<file path="src/rtl/ces_pkg.sv">
// Shared types and constants for the countdown event scheduler.
// Used by ces_timer, countdown_event_scheduler and the bench; no dependencies.
package ces_pkg;

  localparam int QUEUE_DEPTH = 16;
  localparam int ID_BITS     = 8;
  localparam int PTR_W       = (QUEUE_DEPTH > 1) ? $clog2(QUEUE_DEPTH) : 1;
  localparam int CNT_W       = $clog2(QUEUE_DEPTH + 1);
  localparam int TIME_W      = 32;

  typedef enum logic [2:0] {
    OP_TICK  = 3'd0,
    OP_ADD   = 3'd1,
    OP_LOAD  = 3'd2,
    OP_MINS  = 3'd3,
    OP_PAUSE = 3'd4
  } op_e;

  typedef enum logic [2:0] {
    ST_IDLE,
    ST_RESP,
    ST_TK_RD,
    ST_TK_CMP,
    ST_INS_RD,
    ST_INS_LOOP,
    ST_INS_HEAD
  } state_e;

  // command from the control path to the countdown unit
  typedef struct packed {
    logic                     valid;
    op_e                      op;
    logic signed [TIME_W-1:0] value;
  } timer_cmd_t;

  // one queue entry
  typedef struct packed {
    logic signed [TIME_W-1:0] trig;
    logic [ID_BITS-1:0]       id;
  } entry_t;

  // circular pointer add, modulo QUEUE_DEPTH (operands below QUEUE_DEPTH)
  function automatic logic [PTR_W-1:0] ptr_add(input logic [PTR_W-1:0] a,
                                               input logic [PTR_W-1:0] b);
    logic [PTR_W:0] sum;
    sum = {1'b0, a} + {1'b0, b};
    if (sum >= (PTR_W+1)'(QUEUE_DEPTH)) begin
      sum = sum - (PTR_W+1)'(QUEUE_DEPTH);
    end
    return sum[PTR_W-1:0];
  endfunction

endpackage

</file>
<file path="src/rtl/ces_timer.sv">
// Countdown register and pause flag with saturating tick/minutes arithmetic.
// Depends on ces_pkg.
module ces_timer (
  input  logic                               clk,
  input  logic                               rst,
  input  ces_pkg::timer_cmd_t                cmd,
  output logic signed [ces_pkg::TIME_W-1:0]  countdown,
  output logic                               paused
);

  localparam logic signed [31:0] SMAX = 32'sh7FFF_FFFF;
  localparam logic signed [31:0] SMIN = 32'sh8000_0000;

  logic signed [32:0] diff;
  logic signed [37:0] prod;
  logic signed [31:0] diff_sat;
  logic signed [31:0] prod_sat;
  logic signed [31:0] countdown_next;
  logic               paused_next;

  always_comb begin
    diff = {countdown[31], countdown} - {cmd.value[31], cmd.value};
    // minutes times 60 as (v << 6) - (v << 2)
    prod = ({{6{cmd.value[31]}}, cmd.value} <<< 6) - ({{6{cmd.value[31]}}, cmd.value} <<< 2);

    if (diff[32] != diff[31]) begin
      diff_sat = diff[32] ? SMIN : SMAX;
    end else begin
      diff_sat = diff[31:0];
    end

    if ((prod[37:31] != 7'h00) && (prod[37:31] != 7'h7F)) begin
      prod_sat = prod[37] ? SMIN : SMAX;
    end else begin
      prod_sat = prod[31:0];
    end

    countdown_next = countdown;
    paused_next    = paused;
    if (cmd.valid) begin
      unique case (cmd.op)
        ces_pkg::OP_TICK:  if (!paused) countdown_next = diff_sat;
        ces_pkg::OP_LOAD:  countdown_next = cmd.value;
        ces_pkg::OP_MINS:  countdown_next = prod_sat;
        ces_pkg::OP_PAUSE: paused_next = !paused;
        default:           ;
      endcase
    end
  end

  always_ff @(posedge clk) begin
    if (rst) begin
      countdown <= '0;
      paused    <= 1'b0;
    end else begin
      countdown <= countdown_next;
      paused    <= paused_next;
    end
  end

endmodule

</file>
<file path="src/rtl/countdown_event_scheduler.sv">
// Countdown event scheduler: one item at a time. Non-tick ops and paused ticks answer from ST_RESP.
// Add: walks from the tail, shifting entries at or below the new time; an empty queue writes the head.
// Tick: ST_TK_RD reads the head, ST_TK_CMP tests the registered read data; repeats while entries fire.
// Next beat accepted once the last result beat is loaded into the output register.
// Reset clears countdown, pause, queue count and head; queue memory contents are not cleared.
// Depends on ces_pkg and ces_timer.
module countdown_event_scheduler (
  input  logic        clk,
  input  logic        rst,
  // slave side
  input  logic        s_tvalid,
  output logic        s_tready,
  input  logic [39:0] s_tdata,   // [31:0] time_value, [39:32] event_id
  input  logic [2:0]  s_tuser,   // [2:0] op
  // master side
  output logic        m_tvalid,
  input  logic        m_tready,
  output logic [47:0] m_tdata,   // [7:0] fired_id, [8] accepted, [40:9] remaining, [47:41] zero
  output logic        m_tuser,   // [0] fired
  output logic        m_tlast
);

  localparam int PW = ces_pkg::PTR_W;
  localparam int CW = ces_pkg::CNT_W;
  localparam int IW = ces_pkg::ID_BITS;

  // ---------------------------------------------------------------
  // Countdown unit
  // ---------------------------------------------------------------
  ces_pkg::timer_cmd_t                 tcmd;
  logic signed [ces_pkg::TIME_W-1:0]   countdown;
  logic                                paused;
  logic                                in_beat;
  ces_pkg::op_e                        in_op;

  assign in_beat    = s_tvalid && s_tready;
  assign in_op      = ces_pkg::op_e'(s_tuser);
  assign tcmd.valid = in_beat;
  assign tcmd.op    = in_op;
  assign tcmd.value = s_tdata[31:0];

  ces_timer u_timer (
    .clk       (clk),
    .rst       (rst),
    .cmd       (tcmd),
    .countdown (countdown),
    .paused    (paused)
  );

  // ---------------------------------------------------------------
  // Queue memory: circular buffer, logical slot 0 at head holds the
  // highest trigger time. One write and one registered read per cycle.
  // ---------------------------------------------------------------
  ces_pkg::entry_t mem [ces_pkg::QUEUE_DEPTH];
  ces_pkg::entry_t rdata;
  logic            mem_we;
  logic [PW-1:0]   mem_waddr;
  ces_pkg::entry_t mem_wdata;
  logic            mem_re;
  logic [PW-1:0]   mem_raddr;

  always_ff @(posedge clk) begin
    if (mem_we) begin
      mem[mem_waddr] <= mem_wdata;
    end
    if (mem_re) begin
      rdata <= mem[mem_raddr];
    end
  end

  // ---------------------------------------------------------------
  // Control
  // ---------------------------------------------------------------
  ces_pkg::state_e  state, state_next;
  logic [PW-1:0]    head, head_next;
  logic [CW-1:0]    count, count_next;
  logic [PW-1:0]    j, j_next;              // logical slot being read in insert walk
  logic             acc, acc_next;
  logic             have_prev, have_prev_next;  // a fired event waits for its last flag
  logic [IW-1:0]    prev_id, prev_id_next;
  ces_pkg::entry_t  new_ent;                // event being inserted

  logic             out_free;
  logic             emit;
  logic             emit_fired;
  logic [IW-1:0]    emit_id;
  logic             emit_last;
  logic             fires;
  ces_pkg::entry_t  in_ent;

  assign out_free    = !m_tvalid || m_tready;
  assign fires       = (countdown <= rdata.trig);
  assign in_ent.trig = s_tdata[31:0];
  assign in_ent.id   = IW'(s_tdata[39:32]);

  always_comb begin
    state_next     = state;
    head_next      = head;
    count_next     = count;
    j_next         = j;
    acc_next       = acc;
    have_prev_next = have_prev;
    prev_id_next   = prev_id;
    s_tready       = 1'b0;
    mem_we         = 1'b0;
    mem_waddr      = head;
    mem_wdata      = new_ent;
    mem_re         = 1'b0;
    mem_raddr      = head;
    emit           = 1'b0;
    emit_fired     = 1'b0;
    emit_id        = '0;
    emit_last      = 1'b1;

    unique case (state)
      ces_pkg::ST_IDLE: begin
        s_tready = 1'b1;
        if (s_tvalid) begin
          acc_next       = 1'b1;
          have_prev_next = 1'b0;
          state_next     = ces_pkg::ST_RESP;
          if (in_op == ces_pkg::OP_TICK && !paused) begin
            state_next = ces_pkg::ST_TK_RD;
          end else if (in_op == ces_pkg::OP_ADD) begin
            if (count == CW'(ces_pkg::QUEUE_DEPTH)) begin
              acc_next = 1'b0;
            end else begin
              state_next = ces_pkg::ST_INS_RD;
            end
          end
        end
      end

      ces_pkg::ST_RESP: begin
        if (out_free) begin
          emit       = 1'b1;
          state_next = ces_pkg::ST_IDLE;
        end
      end

      // fetch the head entry, or finish when the queue ran empty
      ces_pkg::ST_TK_RD: begin
        if (count == '0) begin
          if (out_free) begin
            emit       = 1'b1;
            emit_fired = have_prev;
            emit_id    = have_prev ? prev_id : '0;
            state_next = ces_pkg::ST_IDLE;
          end
        end else begin
          mem_re     = 1'b1;
          mem_raddr  = head;
          state_next = ces_pkg::ST_TK_CMP;
        end
      end

      // head entry in rdata; a held fire gets last = 0 only if this one fires too
      ces_pkg::ST_TK_CMP: begin
        if (fires) begin
          if (!have_prev || out_free) begin
            emit           = have_prev;
            emit_fired     = 1'b1;
            emit_id        = prev_id;
            emit_last      = 1'b0;
            prev_id_next   = rdata.id;
            have_prev_next = 1'b1;
            head_next      = ces_pkg::ptr_add(head, PW'(1));
            count_next     = count - 1'b1;
            state_next     = ces_pkg::ST_TK_RD;
          end
        end else if (out_free) begin
          emit       = 1'b1;
          emit_fired = have_prev;
          emit_id    = have_prev ? prev_id : '0;
          state_next = ces_pkg::ST_IDLE;
        end
      end

      // start the walk from the tail toward the head
      ces_pkg::ST_INS_RD: begin
        if (count == '0) begin
          mem_we     = 1'b1;
          mem_waddr  = head;
          count_next = count + 1'b1;
          state_next = ces_pkg::ST_RESP;
        end else begin
          j_next     = PW'(count - 1'b1);
          mem_re     = 1'b1;
          mem_raddr  = ces_pkg::ptr_add(head, PW'(count - 1'b1));
          state_next = ces_pkg::ST_INS_LOOP;
        end
      end

      // slot j in rdata: shift it down one, or drop the new entry behind it
      ces_pkg::ST_INS_LOOP: begin
        mem_we    = 1'b1;
        mem_waddr = ces_pkg::ptr_add(head, j + 1'b1);
        if (rdata.trig > new_ent.trig) begin
          count_next = count + 1'b1;
          state_next = ces_pkg::ST_RESP;
        end else begin
          mem_wdata = rdata;
          if (j == '0) begin
            state_next = ces_pkg::ST_INS_HEAD;
          end else begin
            j_next    = j - 1'b1;
            mem_re    = 1'b1;
            mem_raddr = ces_pkg::ptr_add(head, j - 1'b1);
          end
        end
      end

      ces_pkg::ST_INS_HEAD: begin
        mem_we     = 1'b1;
        mem_waddr  = head;
        count_next = count + 1'b1;
        state_next = ces_pkg::ST_RESP;
      end

      default: state_next = ces_pkg::ST_IDLE;
    endcase
  end

  always_ff @(posedge clk) begin
    if (rst) begin
      state     <= ces_pkg::ST_IDLE;
      head      <= '0;
      count     <= '0;
      have_prev <= 1'b0;
    end else begin
      state     <= state_next;
      head      <= head_next;
      count     <= count_next;
      have_prev <= have_prev_next;
    end
  end

  always_ff @(posedge clk) begin
    j       <= j_next;
    acc     <= acc_next;
    prev_id <= prev_id_next;
    if (in_beat) begin
      new_ent <= in_ent;
    end
  end

  // ---------------------------------------------------------------
  // Output register
  // ---------------------------------------------------------------
  always_ff @(posedge clk) begin
    if (rst) begin
      m_tvalid <= 1'b0;
    end else if (emit) begin
      m_tvalid <= 1'b1;
    end else if (m_tready) begin
      m_tvalid <= 1'b0;
    end
  end

  always_ff @(posedge clk) begin
    if (emit) begin
      m_tdata <= {7'd0, countdown, acc, 8'(emit_id)};
      m_tuser <= emit_fired;
      m_tlast <= emit_last;
    end
  end

endmodule

</file>
<file path="config.mk">
export PLATFORM = sky130hd
export DESIGN_NAME = countdown_event_scheduler
export DESIGN_NICKNAME = d
export VERILOG_FILES = /design/src/rtl/ces_pkg.sv /design/src/rtl/ces_timer.sv /design/src/rtl/countdown_event_scheduler.sv
export SDC_FILE = /design/constraint.sdc
export NUM_CORES = 1
export LEC_CHECK = 0
export BUFFER_PORTS_ARGS = -buffer_cell sky130_fd_sc_hd__buf_2
export CAP_MARGIN = 0
export CORE_MARGIN = 2
export CORE_UTILIZATION = 30
export DETAILED_ROUTE_END_ITERATION = 8
export PLACE_DENSITY = 0.56
export SLEW_MARGIN = 5
export SYNTH_ARGS = -nofsm -noshare
export SYNTH_HDL_FRONTEND = slang
export SYNTH_HIERARCHICAL = 1
export SYNTH_SLANG_ARGS = --single-unit
export TNS_END_PERCENT = 100
</file>
<file path="constraint.sdc">
create_clock -name clk -period 7.85 [get_ports clk]
set_input_delay 1.57 -clock clk [delete_from_list [all_inputs] [get_ports clk]]
set_output_delay 1.57 -clock clk [all_outputs]
set_load 0.02 [all_outputs]
</file>
# Yosys cells after proc, flatten, opt, wreduce, memory -nomap -nowiden
# Memory sizes are Yosys's and may differ from the RTL's. A register that Yosys moved wholly into a read port is not among the register bits.
# Index checks and enable logic that the tools add are counted.
# word_totals
ff_bits	143
n_memories	1
ramBits	640
wordCells	162
in_bits	47
# op_classes
muxes	71
n_lt_le_gt_ge	6
bitwise	1
n_reduce_logical	30
add_sub_neg	14
n_eq_ne	24
# mem_list
memory	words	word_bits	read_ports	rd_clocked_by_memory_dff	wr	line	source
mem	16	40	1	1	1	countdown_event_scheduler.sv:54	ces_pkg::entry_t mem [ces_pkg::QUEUE_DEPTH];
# ops
cell	count
$mux 32	5
$pmux 32 s3	1
$mux 40	2
$mux 4	11
$mux 8	5
$sub 38x38->38	1
$mux 3	11
$sub 32x32->33	1
$gt 32x32->1	1
$le 32x32->1	1
$mux 1	22
$pmux 3 s7	1
$ge 5x5->1 const B	4
$mux 5	4
$pmux 5 s4	1
$sub 4x1->4 const B	5
$ne 2x2->1 const B	9
$pmux 4 s2	2
$pmux 8 s2	1
$add 4x4->5	3
$eq 3x2->1 const B	4
$eq 3x3->1 const B	4
$reduce_and 3->1	3
$pmux 1 s2	4
25 further kinds	40

# Logic depth before layout (Yosys ltp)
# Gate-level depths: netlist of the first run.
# depth
depth_word	7
mapped_depth	16

# Modules after synthesis
# The synthesis of the first run kept the hierarchy.
# by_module_without_submodules
module	cells_per_inst	seq_area_each_um2	n_inst	area_per_inst_um2
countdown_event_scheduler	1687	23582.6	1	31966.9
ces_timer	784	660.6	1	5617.9

# Worst setup path after synthesis of the first run
# OpenSTA, ideal clock, no wires.
# synth_timing
kind	register to register
start	register rdata[39] (netlist name)
end	register m_tdata[0] (enable)
stages_incl_launch_ff	12
arrival_ns	6.187
n_path_buf	0
required_ns	7.300
path_slack_ns	1.112
setup_time_ns	0.550
synth_period_minus_slack_ns	6.738
cell_sequence	edfxtp_1 > inv_1 > ha_1 > nand4_1 > or2_2 > nor4_1 > nand3_1 > a21oi_1 > o21ai_1 > o21ai_0 > nor2_1 > nor4_1
# synth_via
elab_chain_len	3
# synth_rtl
item	line	source
$le 32x32->1	countdown_event_scheduler.sv:92	assign fires = (countdown <= rdata.trig);
$mux 1	countdown_event_scheduler.sv:159	if (fires) begin
$pmux 1 s3	countdown_event_scheduler.sv:115	unique case (state)
via emit	countdown_event_scheduler.sv:84	logic emit;
end signal: assignment	countdown_event_scheduler.sv:262	m_tdata <= {7'd0, countdown, acc, 8'(emit_id)};
end: declaration	countdown_event_scheduler.sv:18	output logic [47:0] m_tdata,
# The timed path passes the listed nets, and every way through them passes these cells.
# A chain may end at the register's enable or synchronous reset.

# Final worst setup path of the first run
# layout_timing
start	input s_tdata[5]
end	register u_timer/countdown[21] (netlist bit)
# layout_via
elab_chain_len	5
elab_cells_between_ends	12
# layout_rtl
item	line	source
start: declaration	countdown_event_scheduler.sv:13	input logic [39:0] s_tdata,
$sub 38x38->38 or $sub 32x32->33 (tied branches)	ces_timer.sv:24, ces_timer.sv:22	
$ne 7x7->1 (tied with other cells)	ces_timer.sv:32	if ((prod[37:31] != 7'h00) && (prod[37:31] != 7'h7F)) begin
$logic_and 1x1->1 or $mux 32 (tied branches)	ces_timer.sv:32, ces_timer.sv:26	
$mux 32, on equally long branches	ces_timer.sv:32, ces_timer.sv:42	
$pmux 32 s3 *	ces_timer.sv:41	unique case (cmd.op)
end signal: assignment	ces_timer.sv:56	countdown <= countdown_next;
end: declaration	ces_timer.sv:7	output logic signed [ces_pkg::TIME_W-1:0] countdown,
# Every way passes the cells marked *; elsewhere a longest branch is shown, timed or not. The select of a mux whose other input is x is not followed.

==> results of run 1 <==
## critical path: cells and delay by family
| family | cells | cell delay [ps] |
|---|---|---|
| compound gates | 8 | 2620 |
| fa+ha+maj | 1 | 340 |
| buf+inv | 3 | 590 |
| simple gates | 3 | 940 |
## routing by layer
metal	GRT usage, %	routed length (um)
met1	21.5	44700
met2	26.8	50700
met3	2.15	5540
met4	5.25	3090
met5	0	0
## synth_stat cells (all sizes together) (10+ instances only)
| cell | count |
|---|---|
| xnor2 | 45 |
| mux2 | 11 |
| a21oi | 104 |
| nor2b | 14 |
| xor2 | 31 |
| nor2 | 133 |
| and2 | 17 |
| a211oi | 37 |
| buf | 54 |
| nand3 | 27 |
| o21ai | 91 |
| mux4 | 160 |
| o21bai | 10 |
| inv | 121 |
| o21a | 15 |
| a31oi | 17 |
| clkbuf | 69 |
| nand4 | 24 |
| nand2 | 170 |
| edfxtp | 776 |
| o211ai | 13 |
| a22oi | 96 |
| or3 | 10 |
| nand2b | 17 |
| nor3 | 19 |
| dfxtp | 47 |
| o22ai | 20 |
| a21o | 55 |
| ha | 141 |
| a221oi | 23 |
## area by class of cell
class	count	area share, %
sequential	823	56.3
timing repair buffer	160	2.32
multi-input combinational	1409	28.9
tap	1637	4.75
inverter	122	1.06
clock buffer	106	5.32
clock inverter	56	1.37
## where the power goes
part           internal [mW]  switching (mW)
clock network           2.40            1.76
registers               4.90          0.0516
logic                  0.283           0.566
total                   7.58            2.38
## worst min path at each step
stage               cells past startpoint                    to              start  slack (ps)
global placement                        0  m_tdata[8]$_DFFE_PP_  acc$_SDFFCE_PP1P_         400
CTS                                     0  m_tdata[8]$_DFFE_PP_  acc$_SDFFCE_PP1P_         420
finish                                  0  m_tdata[8]$_DFFE_PP_  acc$_SDFFCE_PP1P_         420
floorplan                               0  m_tdata[8]$_DFFE_PP_  acc$_SDFFCE_PP1P_         400
global route                            0  m_tdata[8]$_DFFE_PP_  acc$_SDFFCE_PP1P_         420
detailed placement                      0  m_tdata[8]$_DFFE_PP_  acc$_SDFFCE_PP1P_         420
## sequential cells by signal, indices dropped and copies added (netlist names)
name / count
new_ent: 40
acc: 1
m_tuser: 1
j: 4
m_tvalid: 1
rdata: 40
count: 5
m_tdata: 41
mem: 640
u_timer/paused: 1
have_prev: 1
m_tlast: 1
prev_id: 8
head: 4
u_timer/countdown: 32
state: 3
## cells by family after synthesis
logic type / after synthesis / share of synthesized area (%)
and+or+nand+nor: 471 / 6.01
xor gates and xnor gates: 76 / 1.77
other: 1 / 0.00998
adders and majority gates: 145 / 4.91
buffers and inverters: 245 / 2.98
muxes: 178 / 10.1
DFF: 823 / 64.5
AOI/OAI and AO/OA: 532 / 9.72
## through the flow
stage | total power, mW | hold WS [ps] | utilization, % | instances
after detailed placement | 5.88 | 418 | 32.4 | 4151
final | 9.96 | 422 | 34.8 | 4313
after global routing | 10.3 | 418 | 34.8 | 4313
after floorplan | 5.57 | 400 | - | 2477
after global placement | 5.89 | 403 | 32.4 | 4151
after CTS | 10.1 | 417 | 34.8 | 4313
==> metrics.md, run 1 <==
| Metric | Value |
|---|---|
| Run status | `completed` |
| Count of different cell masters after synthesis | `92` |
| Hold Vio Cnt, Final | `0` |
| Die area | `0.128 mm^2` |
| Leakage power | `14.7 nW` |
| Placed Area | `0.0402 mm^2` |
| Most repeated library cell on the critical path | `nor3_1` |
| Hold_buf cts | `0` |
| H-tree depth | `3` |
| DRT iter0 DRCs | `1970` |
| Antenna viol nets, final | `0` |
| Pins Over Slew Limit | `0` |
| Clk Latency, worst-skew pair | `650 ps` |
| CP required | `8390 ps` |
| Final setup vio count | `0` |
| First-pass GRT wire length | `152000 um` |
| Post-DR vias/cell | `5.20` |
| Total track usage | `16.0%` |
| Initial antenna violation count | `0` |
| Placement Setup Slack | `1740 ps` |
| Seq/Total Area, Yosys | `64.5%` |
| Fmax | `180 MHz` |
| Die H | `358 um` |
| Fin crit share | `70.7%` |
| Crit. Startpoint | `s_tdata[5]` |
| Cell area after synthesis | `0.0376 mm^2` |
| Synth area leaders | `edfxtp_1 62%, mux4_2 9.6%, ha_1 4.7%` |
| Critical-path maximum fanout | `17` |
| R2r endpoint | `rdata[24]$_DFFE_PP_` |
| DRC | `0` |
| CTS Buffer Depth | `3` |
| Post-layout min period | `5550 ps` |
| Root Driver | `clkbuf_16` |
| CTS tree | `yes` |
| GP Congestion | `0.922` |
| Diodes inserted | `0` |
| Fin area | `0.0431 mm^2` |
| Post-synth EDFFs | `776` |
| Crit end category | `register` |
| Hold Path Class | `reg -> reg` |
| Sink Count | `823` |
| Cells on worst reg2reg path | `13` |
| Fillers | `11816` |
| Synth Register Bits | `823` |
| Core area | `0.124 mm^2` |
| Vias in the first global route | `22367` |
| Reg2reg setup slack | `2460 ps` |
| Slowest cell on crit path | `a311oi_4` |
| Slew margin rel. | `19.3%` |
| Wire per inst | `24.1 um` |
| Commonest non-fill, non-tap cell in the layout | `edfxtp_1` |
| Final setup margin | `2300 ps` |
| Layout Area Growth over Synthesis | `14.6%` |
| TNS Setup | `0 ps` |
| Synth top area share | `62.0%` |
| Grt ovf | `0` |
| Critical Path, Cell by Cell | `buf_2 > inv_1 > ha_1 > a21o_1 > a211oi_1 > a21oi_1 > o211ai_1 > a31oi_1 > nor3_1 > nor3_1 > a311oi_4 > buf_4 > a22oi_1 > and4_1 > a2111oi_2` |
| Reg area | `0.0242 mm^2` |
| Async set-or-reset flop fraction in the synthesized netlist | `0%` |
| RSZ-0062 raised after global routing | `no` |
| Startpoint Class | `primary input` |
| Port Buffers | `91` |
| Syn Inst Count | `2471` |
| CP Data Arrival Time | `6080 ps` |
| Worst Skew | `24.8 ps` |
| Initial Utilization | `30.3%` |
| Cell accounting for the most synthesized area | `edfxtp_1` |
| Most frequent cells in the layout | `776 x edfxtp_1, 170 x nand2_1, 160 x mux4_2` |
| Yosys warnings | `6` |
| Setup Buffers After CTS | `0` |
| Power Dens Cells | `231 mW/mm^2` |
| Reg2reg start | `rdata[39]$_DFFE_PP_` |
| Crit path to | `u_timer/countdown[21]$_SDFFE_PP0P_` |
| Detail Placement HPWL | `64700 um` |
| Final nets | `2796` |
| Max_cap viols | `0` |
| Peak per-stage delay on the critical path | `800 ps` |
| TritonCTS Buffers | `88` |
| DRT Pass-1 Iters | `5` |
| Vias | `22429` |
| Worst VDD drop | `0.150 mV` |
| Measured slew at the worst slew-check pin | `1210 ps` |
| Setup CP Type | `in -> reg` |
| Largest net degree at the start of global routing | `129` |
| IO Count | `99` |
| Core Rows | `129` |
| Die width | `358 um` |
| Main synth FF type | `edfxtp_1` |
| Drt total wl | `104000 um` |
| # resized after CTS | `0` |
| Fraction of layout cells with a size suffix above 1 | `19.7%` |
| Syn avg cell area | `15.2 um^2` |
| Multi-input gate area | `0.0124 mm^2` |
| Worst-path clk slew | `70 ps` |
No activity file was read; power rests on OpenSTA's default activity.
==> run 2: changes to the inputs <==
--- a/config.mk
+++ b/config.mk
@@ -5,6 +5,7 @@
 export SDC_FILE = /design/constraint.sdc
 export NUM_CORES = 1
 export LEC_CHECK = 0
+export ABC_AREA = 1
 export BUFFER_PORTS_ARGS = -buffer_cell sky130_fd_sc_hd__buf_2
 export CAP_MARGIN = 0
 export CORE_MARGIN = 2
==> constraint.sdc (replaced) <==
create_clock -name clk -period 5.2 [get_ports clk]
set_input_delay 1.04 -clock clk [delete_from_list [all_inputs] [get_ports clk]]
set_output_delay 1.04 -clock clk [all_outputs]
set_load 0.02 [all_outputs]
==> run 2 against run 1 <==
Net effect: utilization decreased by 0.58 points; setup slack got worse by 1400 ps; routed wire length increased by 24%; highest routed layer unchanged; first-iteration DRC count increased by 59%; critical path type is now reg -> reg; count of clock-buffer cells in the layout increased by 2; final cell count increased by 52%; via count increased by 44%; clock skew increased by 30 ps; hold slack improved by 9.4 ps; sequential cell count unchanged; non-clock buffer count increased by 22; register-to-register slack got worse by 1600 ps.
==> metrics.md, run 2 <==
| Metric | Value |
|---|---|
| Run status | `completed (unchanged)` |
| Synth top area share | `54.9% (was 62.0%)` |
| Largest net degree at the start of global routing | `161 (was 129)` |
| Adder-cell share of the synthesized area | `4.34% (was 4.91%)` |
| CP required | `5670 ps (was 8390 ps)` |
| Async set-or-reset flop fraction in the synthesized netlist | `0% (unchanged)` |
| Synth Register Bits | `823 (unchanged)` |
| Detail Placement HPWL | `77900 um (was 64700 um)` |
| Most common cell in the netlist | `nand2_1 (was edfxtp_1)` |
| Syn avg cell area | `9.34 um^2 (was 15.2 um^2)` |
| Yosys warnings | `6 (unchanged)` |
| Worst-path clk slew | `60 ps (was 70 ps)` |
| Pins Over Slew Limit | `0 (unchanged)` |
| Cell area after synthesis | `0.0424 mm^2 (was 0.0376 mm^2)` |
| Fin crit share | `82.7%` |
| Setup CP Type | `reg -> reg (was in -> reg)` |
| Crit end category | `register (unchanged)` |
| Final setup vio count | `0 (unchanged)` |
| Hold Path Class | `reg -> reg (unchanged)` |
| Syn Inst Count | `4546 (was 2471)` |
| Critical-path maximum fanout | `46 (was 17)` |
| XOR/XNOR Fraction of Synth Area | `1.46% (was 1.77%)` |
| Post-DR vias/cell | `4.91 (was 5.20)` |
| TNS Setup | `0 ps (unchanged)` |
| Largest family of logic cells by synthesized area | `simple AND/OR/NAND/NOR gates (was multiplexers)` |
| Most instantiated cells after synthesis | `951 x nand2_1, 853 x nand3_1, 776 x edfxtp_1, 742 x inv_1, 211 x nor2_1 (was 776 x edfxtp_1, 170 x nand2_1, 160 x mux4_2, 141 x ha_1, 132 x nor2_1)` |
| Post-synth EDFFs | `776 (unchanged)` |
| Reg2reg setup slack | `900 ps (was 2460 ps)` |
| IO Count | `99 (unchanged)` |
| GP Congestion | `0.954 (was 0.922)` |
| Port Buffers | `91 (unchanged)` |
| Core Rows | `138 (was 129)` |
| Power Dens Cells | `323 mW/mm^2 (was 231 mW/mm^2)` |
| DRC | `0 (unchanged)` |
| Die H | `380 um (was 358 um)` |
| Post-layout min period | `4300 ps` |
| Vias in the first global route | `30592 (was 22367)` |
| Initial Utilization | `30.1% (was 30.3%)` |
| Layout Area Growth over Synthesis | `13.6% (was 14.6%)` |
| Compound-gate portion of the synthesized area | `4.25% (was 9.72%)` |
| Root Driver | `clkbuf_16 (unchanged)` |
| Most frequent cells in the layout | `950 x nand2_1, 852 x nand3_1, 776 x edfxtp_1 (was 776 x edfxtp_1, 170 x nand2_1, 160 x mux4_2)` |
| CTS tree | `yes (unchanged)` |
| Fraction of layout cells with a size suffix above 1 | `8.38% (was 19.7%)` |
| Slew margin rel. | `12.5% (was 19.3%)` |
| Measured slew at the worst slew-check pin | `1300 ps (was 1210 ps)` |
| TritonCTS Buffers | `88 (unchanged)` |
| Vias | `32307 (was 22429)` |
| Initial antenna violation count | `6 (was 0)` |
| Fillers | `14464 (was 11816)` |
| RSZ-0062 raised after global routing | `no (unchanged)` |
| Number of flip-flops in the largest register | `640 (unchanged)` |
| First-pass GRT wire length | `195000 um (was 152000 um)` |
| H-tree depth | `3 (unchanged)` |
| Grt ovf | `0 (unchanged)` |
| Hold_buf cts | `0 (unchanged)` |
| Seq/Total Area, Yosys | `57.1% (was 64.5%)` |
| DRT iter0 DRCs | `3134 (was 1970)` |
| DRT Pass-1 Iters | `6 (was 5)` |
| Fin cells | `6577 (was 4313)` |
| CTS Buffer Depth | `3 (unchanged)` |
| # resized after CTS | `0 (unchanged)` |
| Leakage power | `20.2 nW (was 14.7 nW)` |
| Diodes inserted | `0 (unchanged)` |
| Sink Count | `823 (unchanged)` |
| Simple logic cell fraction of the synthesized area | `23.6% (was 6.01%)` |
| Worst Skew | `54.5 ps (was 24.8 ps)` |
| Drt total wl | `129000 um (was 104000 um)` |
| Count of different cell masters after synthesis | `50 (was 92)` |
| Biggest regs | `mem: 640 flops, m_tdata: 41 flops (unchanged)` |
| Placed Cells | `6416 (was 4151)` |
| CP Data Arrival Time | `4780 ps (was 6080 ps)` |
| Die width | `380 um (was 358 um)` |
| Most flops, register | `mem (unchanged)` |
| Die area | `0.145 mm^2 (was 0.128 mm^2)` |
| Multiplexer area fraction after synthesis | `0% (was 10.1%)` |
| Final nets | `4808 (was 2796)` |
| Hold Vio Cnt, Final | `0 (unchanged)` |
| Commonest non-fill, non-tap cell in the layout | `nand2_1 (was edfxtp_1)` |
| Wire per inst | `19.6 um (was 24.1 um)` |
| Main synth FF type | `edfxtp_1 (unchanged)` |
| Fmax | `233 MHz` |
| Antenna viol nets, final | `0 (unchanged)` |
| Cell accounting for the most synthesized area | `edfxtp_1 (unchanged)` |
| Total track usage | `17.5% (was 16.0%)` |
| Core area | `0.141 mm^2 (was 0.124 mm^2)` |
| Worst VDD drop | `0.216 mV (was 0.150 mV)` |
| Synth area leaders | `edfxtp_1 55%, nand3_1 10%, nand2_1 8.4% (was edfxtp_1 62%, mux4_2 9.6%, ha_1 4.7%)` |
| Max_cap viols | `0 (unchanged)` |
| Startpoint Class | `register (was primary input)` |
| Setup Buffers After CTS | `0 (unchanged)` |
| Clk Latency, worst-skew pair | `700 ps (was 650 ps)` |
## run 2: cell types whose count changed after synthesis, moves of 43 or more
cell / previous run / this run
a22oi_1: 96 / 3
nand3_1: 26 / 853
a21oi_1: 104 / 155
nor2_1: 132 / 211
a21o_1: 55 / 12
inv_1: 121 / 742
o21ai_0: 81 / 125
buf_2: 29 / 98
nand2_1: 170 / 951
mux4_2: 160 / 0
nand3b_1: 0 / 121
## run 2: final timing paths
kind                            start  cells after the start                    to
setup / recovery  rdata[39]$_DFFE_PP_                     15   rdata[29]$_DFFE_PP_
hold / removal      acc$_SDFFCE_PP1P_                      0  m_tdata[8]$_DFFE_PP_
hold reg to reg     acc$_SDFFCE_PP1P_                      0  m_tdata[8]$_DFFE_PP_
setup reg to reg  rdata[39]$_DFFE_PP_                     15   rdata[29]$_DFFE_PP_
## run 2: layout make-up
class | count | area (um^2) | area share (%)
timing repair buffer | 182 | 1360 | 2.83
multi-input combinational | 2759 | 14500 | 30.1
clock buffer | 108 | 2320 | 4.81
tap | 1890 | 2360 | 4.91
sequential | 823 | 24200 | 50.3
clock inverter | 53 | 520 | 1.08
inverter | 762 | 2870 | 5.95
## run 2: kinds of logic (layout without fill, tap and decap cells)
kind of cell    after synthesis  count (layout)
compound gates              333             333
xor+xnor                     71              71
fa+ha+maj                   145             145
buf+inv                     970            1105
flops                       823             823
other cells                   1               7
simple gates               2203            2203
## run 2: where the power goes
group	total (mW)	switching, mW	internal [mW]
Sequential	7.51	0.0846	7.42
Clock	6.27	2.74	3.53
Combinational	1.80	1.28	0.516
## run 2: metal layers
layer | GRT usage, % | wire (um) | part of all wire [%]
met1 | 25.4 | 59300 | 46
met2 | 27.5 | 58100 | 45
met3 | 2.21 | 8710 | 6.7
met4 | 4.78 | 3080 | 2.4
met5 | 0 | 0 | 0
## run 2: through the flow
step | utilization, % | hold slack (ps) | total power, mW | cell area [um^2] | setup slack [ps]
3_5_place_dp | 32.2 | 420 | 9.42 | 45400 | 873
2_1_floorplan | - | 400 | 8.80 | 42500 | 815
6_report | 34.2 | 432 | 15.6 | 48200 | 899
3_3_place_gp | 32.2 | 405 | 9.42 | 45400 | 893
5_1_grt | 34.2 | 444 | 16.1 | 48200 | 650
4_1_cts | 34.2 | 434 | 15.7 | 48200 | 857
## run 2: worst max-delay path: stages (launching register included)
cell	delay, ps
edfxtp_1	420
ha_1	450
nand2_1	130
nor2_1	140
nor3b_2	350
nand4_1	290
nand3_4	210
nand2_1	60
o211ai_1	80
nand2_1	130
o21ai_4	410
clkinv_2	540
buf_12	370
nand3_1	140
nand3_1	70
nand2_1	220
